$ cat config.mk
export PLATFORM = sky130hd
export DESIGN_NAME = epg_ratio_div
export DESIGN_NICKNAME = d
export VERILOG_FILES = /design/src/sv/epg_pkg.sv /design/src/sv/epg_ratio_div.sv
export SDC_FILE = /design/constraint.sdc
export NUM_CORES = 2
export LEC_CHECK = 0
export BUFFER_PORTS_ARGS = -buffer_cell sky130_fd_sc_hd__buf_2
export CORE_MARGIN = 2
export CORE_UTILIZATION = 25
export DETAILED_ROUTE_END_ITERATION = 10
export RECOVER_POWER = 50
export SKIP_CTS_REPAIR_TIMING = 1
export SYNTH_ARGS = -nofsm -noshare
export SYNTH_HDL_FRONTEND = slang
export SYNTH_SLANG_ARGS = --single-unit
$ cat constraint.sdc
create_clock -name i_clk -period 4.1 [get_ports i_clk]
set_clock_uncertainty 0.2 [all_clocks]
set_input_delay 0.41 -clock i_clk [delete_from_list [all_inputs] [get_ports i_clk]]
set_output_delay 0.41 -clock i_clk [all_outputs]
set_load 0.05 [all_outputs]
$ cat src/sv/epg_pkg.sv
// Shared types and constants for the epicycloid point generator.
// No dependencies; used by epg_ratio_div, epg_sincos and the top level.
package epg_pkg;

    localparam int COORD_FRAC_BITS_DEF = 8;
    localparam int PHASE_FRAC_BITS_DEF = 16;

    localparam int ANGLE_W   = 32;
    localparam int RADIUS_W  = 16;
    localparam int COORD_W   = 20;
    localparam int RATIO_FRAC = 16;
    localparam int CFG_IDX_W = 1;

    localparam logic [RADIUS_W-1:0] RADIUS_BIG_RST   = 16'd512;
    localparam logic [RADIUS_W-1:0] RADIUS_SMALL_RST = 16'd256;

    localparam logic [CFG_IDX_W-1:0] REG_RADIUS_BIG   = 1'd0;
    localparam logic [CFG_IDX_W-1:0] REG_RADIUS_SMALL = 1'd1;

    // (R+r) << 16 plus r/2 fits in 33 bits
    localparam int DVD_W      = RADIUS_W + 1 + RATIO_FRAC;
    localparam int DIV_STAGES = DVD_W;

    localparam logic [32:0] HALF_PI_Q32 = 33'h1_921F_B544;

    localparam int COS_STEPS = 8;
    localparam int SIN_STEPS = 7;
    // phase reduce, angle scale, square, series steps, quadrant map
    localparam int SC_LAT = 3 + 2 * COS_STEPS + 1;

    localparam logic [COORD_W-1:0] OUT_MAX = 20'h7FFFF;
    localparam logic [COORD_W-1:0] OUT_MIN = 20'h80000;

    typedef struct packed {
        logic [ANGLE_W-1:0]  angle;
        logic [RADIUS_W:0]   rsum;
        logic [RADIUS_W-1:0] rsmall;
        logic                err;
    } t_item;

    typedef struct packed {
        logic [1:0] quad;
        logic       swap;
    } t_sc_ctl;

endpackage

$ cat src/sv/epg_ratio_div.sv
// Pipelined restoring divider for the ratio q = ((R+r) << 16 + r/2) / r.
// One quotient bit per stage; uses epg_pkg.
module epg_ratio_div (
    input  logic                          i_clk,
    input  logic                          i_en,
    input  logic [epg_pkg::DVD_W-1:0]     i_dividend,
    input  logic [epg_pkg::RADIUS_W-1:0]  i_divisor,
    output logic [31:0]                   o_quot
);
    localparam int N  = epg_pkg::DVD_W;
    localparam int RW = epg_pkg::RADIUS_W;

    logic [RW-1:0] r_rem [N-1];
    logic [N-1:0]  r_dvd [N-1];
    logic [RW-1:0] r_dsr [N-1];
    logic [31:0]   r_quo [N];

    for (genvar j = 0; j < N; j++) begin : g_stage
        logic [RW-1:0] rem_in;
        logic [RW-1:0] dsr_in;
        logic [N-1:0]  dvd_in;
        logic [31:0]   quo_in;
        logic [RW:0]   trial;
        logic          take;

        if (j == 0) begin : g_first
            assign rem_in = '0;
            assign dsr_in = i_divisor;
            assign dvd_in = i_dividend;
            assign quo_in = '0;
        end else begin : g_next
            assign rem_in = r_rem[j-1];
            assign dsr_in = r_dsr[j-1];
            assign dvd_in = r_dvd[j-1];
            assign quo_in = r_quo[j-1];
        end

        assign trial = {rem_in, dvd_in[N-1]};
        assign take  = trial >= {1'b0, dsr_in};

        always_ff @(posedge i_clk) begin
            if (i_en) begin
                r_quo[j] <= {quo_in[30:0], take};
            end
        end

        if (j < N - 1) begin : g_carry
            always_ff @(posedge i_clk) begin
                if (i_en) begin
                    r_rem[j] <= take ? RW'(trial - {1'b0, dsr_in}) : trial[RW-1:0];
                    r_dvd[j] <= dvd_in << 1;
                    r_dsr[j] <= dsr_in;
                end
            end
        end
    end

    assign o_quot = r_quo[N-1];

endmodule

==> results.md <==
* Outcome: finished with violations
* Failing checks: capacitance limit, slew limit
* Avg Inst Size Synth at between 10 and 15 sq um
* Slew @ Worst Pin at about 1.9 ns
* Post-DRT Antenna Nets at 0
* P&R area growth vs syn at 16.8%
* Largest net degree at the start of global routing at between 100 and 150
* WP buf/inv at 1
* Cell variety after synth at 92
* Hold path cells at 2
* Vias per Instance at roughly 4.3
* Die Ht at 611 um
* Flops & latches, synth at 2080
* Fin. max-slew vios at approximately 210
* Leak at just over 40 nW
* Skew-Pair Late Insertion Delay at 0.92 ns
* Row count at about 220
* Worst Min Path Start: i_dividend[3]
* Post-synth EDFFs at between 2000 and 2500
* Worst Path Arrival at ~4.1 ns
* Routed length per instance at around 14 um
* CP Data Required Time at approximately 4.5 ns
* Yosys warns at 0
* Post-DP Area at a little under 100000 sq um
* Main synth FF type: edfxtp_1
* Crit. End Element: flip-flop
* Number of global-route vias before repair at about 52000
* RSZ-0062 raised after global routing: no
* Total Wirelength at ~170 mm
* TritonCTS Buffers at approximately 230
* Total global routing overflow at 0
* Max FO, Critical Path at 17
* Root Driver: clkbuf_16
* Setup CP Type: flip-flop to flip-flop
* Layout Utilization at 0.294
* 1st-iter DRT viols at a little under 3000
* CTS tree: yes
* Worst path cell trace: ha_1, o21ai_1, a21oi_1, o31ai_2, a311oi_1, o21a_1, o21a_1, or3_4, a41oi_4, buf_4, mux2_2
* Reg-to-Reg Start: r_rem[0][33]$_DFFE_PP_
* Core Area at 366000 sq um
* Setup TNS at 0 ns
* Htree depth at 4
* CP delay by family, top: compound AO/OA/AOI/OAI gates
* Ys async rst share at 0
* Tmin final at 3.70 ns
* Most frequent cell on the critical path: o21a_1
* Hold Crit Class: input pin to flip-flop
* Pre-Repair DR Iteration Count at 5
* Worst reg2reg path depth at 11
* Initial Utilization at 0.252
* Chip Width at ~610 um
* Clk buf depth at 4
* # IOs at 83
* GPL Wtd Cong at between 0.8 and 0.9
* Clk slew on worst S/H paths at roughly 0.060 ns
* Clock sink count at around 2100
* Initial antenna violation count at 1
* Fin. Hold Viols at 0
* DIE AREA at between 300000 and 400000 sq um
* Share of layout cells above drive strength 1 at 0.116
* F_max at roughly 0.27 GHz
* Pwr Density at 719 nW/um^2
* Total Routing Usage GR at 0.0873
* Final WS setup at between 0.3 and 0.4 ns
* DP Worst Slack at a little over 0.4 ns
* Slowest stage cell, crit path: edfxtp_1
* Cell area after synthesis at between 90000 and 100000 sq um
* Sequential fraction of the synthesis area at 0.678
* Mapped Nets at about 7000
* Post-route design area at roughly 110000 sq um
* CP Launch Type: flip-flop
* Final setup viols at 0
* Nets at 7426
* Max stage delay on crit path at 0.41 ns
* Number of I/O port buffers at 82
* # DRC at 0
* First-pass GRT wire length at roughly 270 mm
* Final period util at 0.903
* Critical path launch point: r_rem[0][33]$_DFFE_PP_
* Max VDD drop at 0.373 mV
* Max-slew headroom at -0.246
* R2R Setup Slk at between 0.3 and 0.4 ns
* Via count at approximately 51000
* Post-Syn Instances at between 6000 and 7000
* Max_cap viols at 3
* R2R Path End: r_rem[0][52]$_DFFE_PP_
* Hold endpoint: r_dvd[0][3]$_DFFE_PP_
* Detail Placement HPWL at between 100 and 150 mm
-- worst max-delay path by stage --
stage | end | slack, ns | depth (start not counted)
floorplan | r_rem[0][72]$_DFFE_PP_ | 0.82 | 11
global placement | r_rem[1][180]$_DFFE_PP_ | 0.45 | 11
detailed placement | r_rem[0][215]$_DFFE_PP_ | 0.40 | 11
CTS | r_rem[1][138]$_DFFE_PP_ | 0.37 | 10
global route | r_rem[1][178]$_DFFE_PP_ | 0.16 | 11
finish | r_rem[0][52]$_DFFE_PP_ | 0.40 | 11
-- flip-flops by register name (all words and copies together) (netlist names) --
signal,flops
r_dsr,512
r_dvd,528
r_quo,528
r_rem,512
-- cell usage after synthesis (all sizes together) (59+ instances only) --
| cell type | instances | share of area |
|---|---|---|
| a21o | 132 | 0.011 |
| a21oi | 402 | 0.022 |
| a31oi | 62 | 0.0044 |
| edfxtp | 2080 | 0.68 |
| ha | 514 | 0.070 |
| inv | 649 | 0.026 |
| mux2 | 231 | 0.029 |
| nand2 | 284 | 0.012 |
| nand2b | 59 | 0.0040 |
| nand3 | 66 | 0.0036 |
| nor2 | 369 | 0.015 |
| nor2b | 88 | 0.0060 |
| nor3 | 88 | 0.0051 |
| o21ai | 297 | 0.016 |
| xnor2 | 223 | 0.021 |
| xor2 | 148 | 0.014 |
-- cell families after synthesis --
group | share of synthesized area
XOR/XNOR | 0.0353
multiplexers | 0.0333
buffers and inverters | 0.0304
flip-flops | 0.678
AND/OR/NAND/NOR | 0.0613
adder cells (fa/ha/maj) | 0.0765
AO/OA/AOI/OAI | 0.0853
-- final cells by class --
type	instances	area (sq um)
Antenna cell	2	5.00
Clock inverter	160	1530
Fill cell	36200	259000
Tap cell	4816	6030
Inverter	649	2440
Sequential cell	2080	62500
Multi-Input combinational cell	3602	26900
Timing Repair Buffer	263	2160
Clock buffer	276	6060
-- per-layer routing --
metal,vias up,track usage,share of wire
met5,-,0,0
met4,0,0.0368,0.038
met3,399,0.0159,0.040
met2,893,0.161,0.52
met1,24700,0.0981,0.41
li1,24700,-,-
-- through the flow --
step                      hold WS (ns)  cells  power [mW]
after floorplan                  0.200   6400        50.5
after global placement           0.200  11300        56.2
after detailed placement         0.205  11300        57.0
after CTS                       -0.643  11800        78.4
after global routing           0.00240  11800        82.5
final                           0.0457  11800        77.4
-- placed cells by master (no fill, tap or decap), types with 40 or more instances in the layout --
| cell type | synthesis | routed |
|---|---|---|
| nand2_1 | 283 | 283 |
| o21a_1 | 56 | 56 |
| edfxtp_1 | 2080 | 2080 |
| nand2b_1 | 59 | 59 |
| mux2i_1 | 40 | 40 |
| buf_2 | 15 | 62 |
| buf_4 | 6 | 61 |
| nor2_1 | 369 | 369 |
| a21oi_1 | 398 | 397 |
| a21o_1 | 132 | 132 |
| nor2b_1 | 88 | 88 |
| o21bai_1 | 42 | 42 |
| nand4_1 | 56 | 56 |
| clkinv_2 | 0 | 48 |
| xnor2_1 | 223 | 223 |
| clkbuf_16 | 0 | 236 |
| inv_1 | 649 | 649 |
| o21ai_0 | 280 | 278 |
| dlygate4sd3_1 | 0 | 79 |
| a31oi_1 | 60 | 58 |
| nor3_1 | 85 | 85 |
| clkinv_1 | 0 | 59 |
| xor2_1 | 148 | 148 |
| nand3_1 | 66 | 66 |
| mux2_2 | 208 | 208 |
| ha_1 | 514 | 514 |
| clkbuf_1 | 40 | 68 |
-- power by group --
| part | internal (mW) | switching [mW] | leakage (nW) |
|---|---|---|---|
| clock | 12.0 | 8.64 | 3.70 |
| combinational | 12.0 | 13.9 | 16.4 |
| sequential | 29.0 | 1.91 | 20.3 |
| total | 53.0 | 24.4 | 40.4 |
Note: power is estimated with default switching activity, not from simulation.
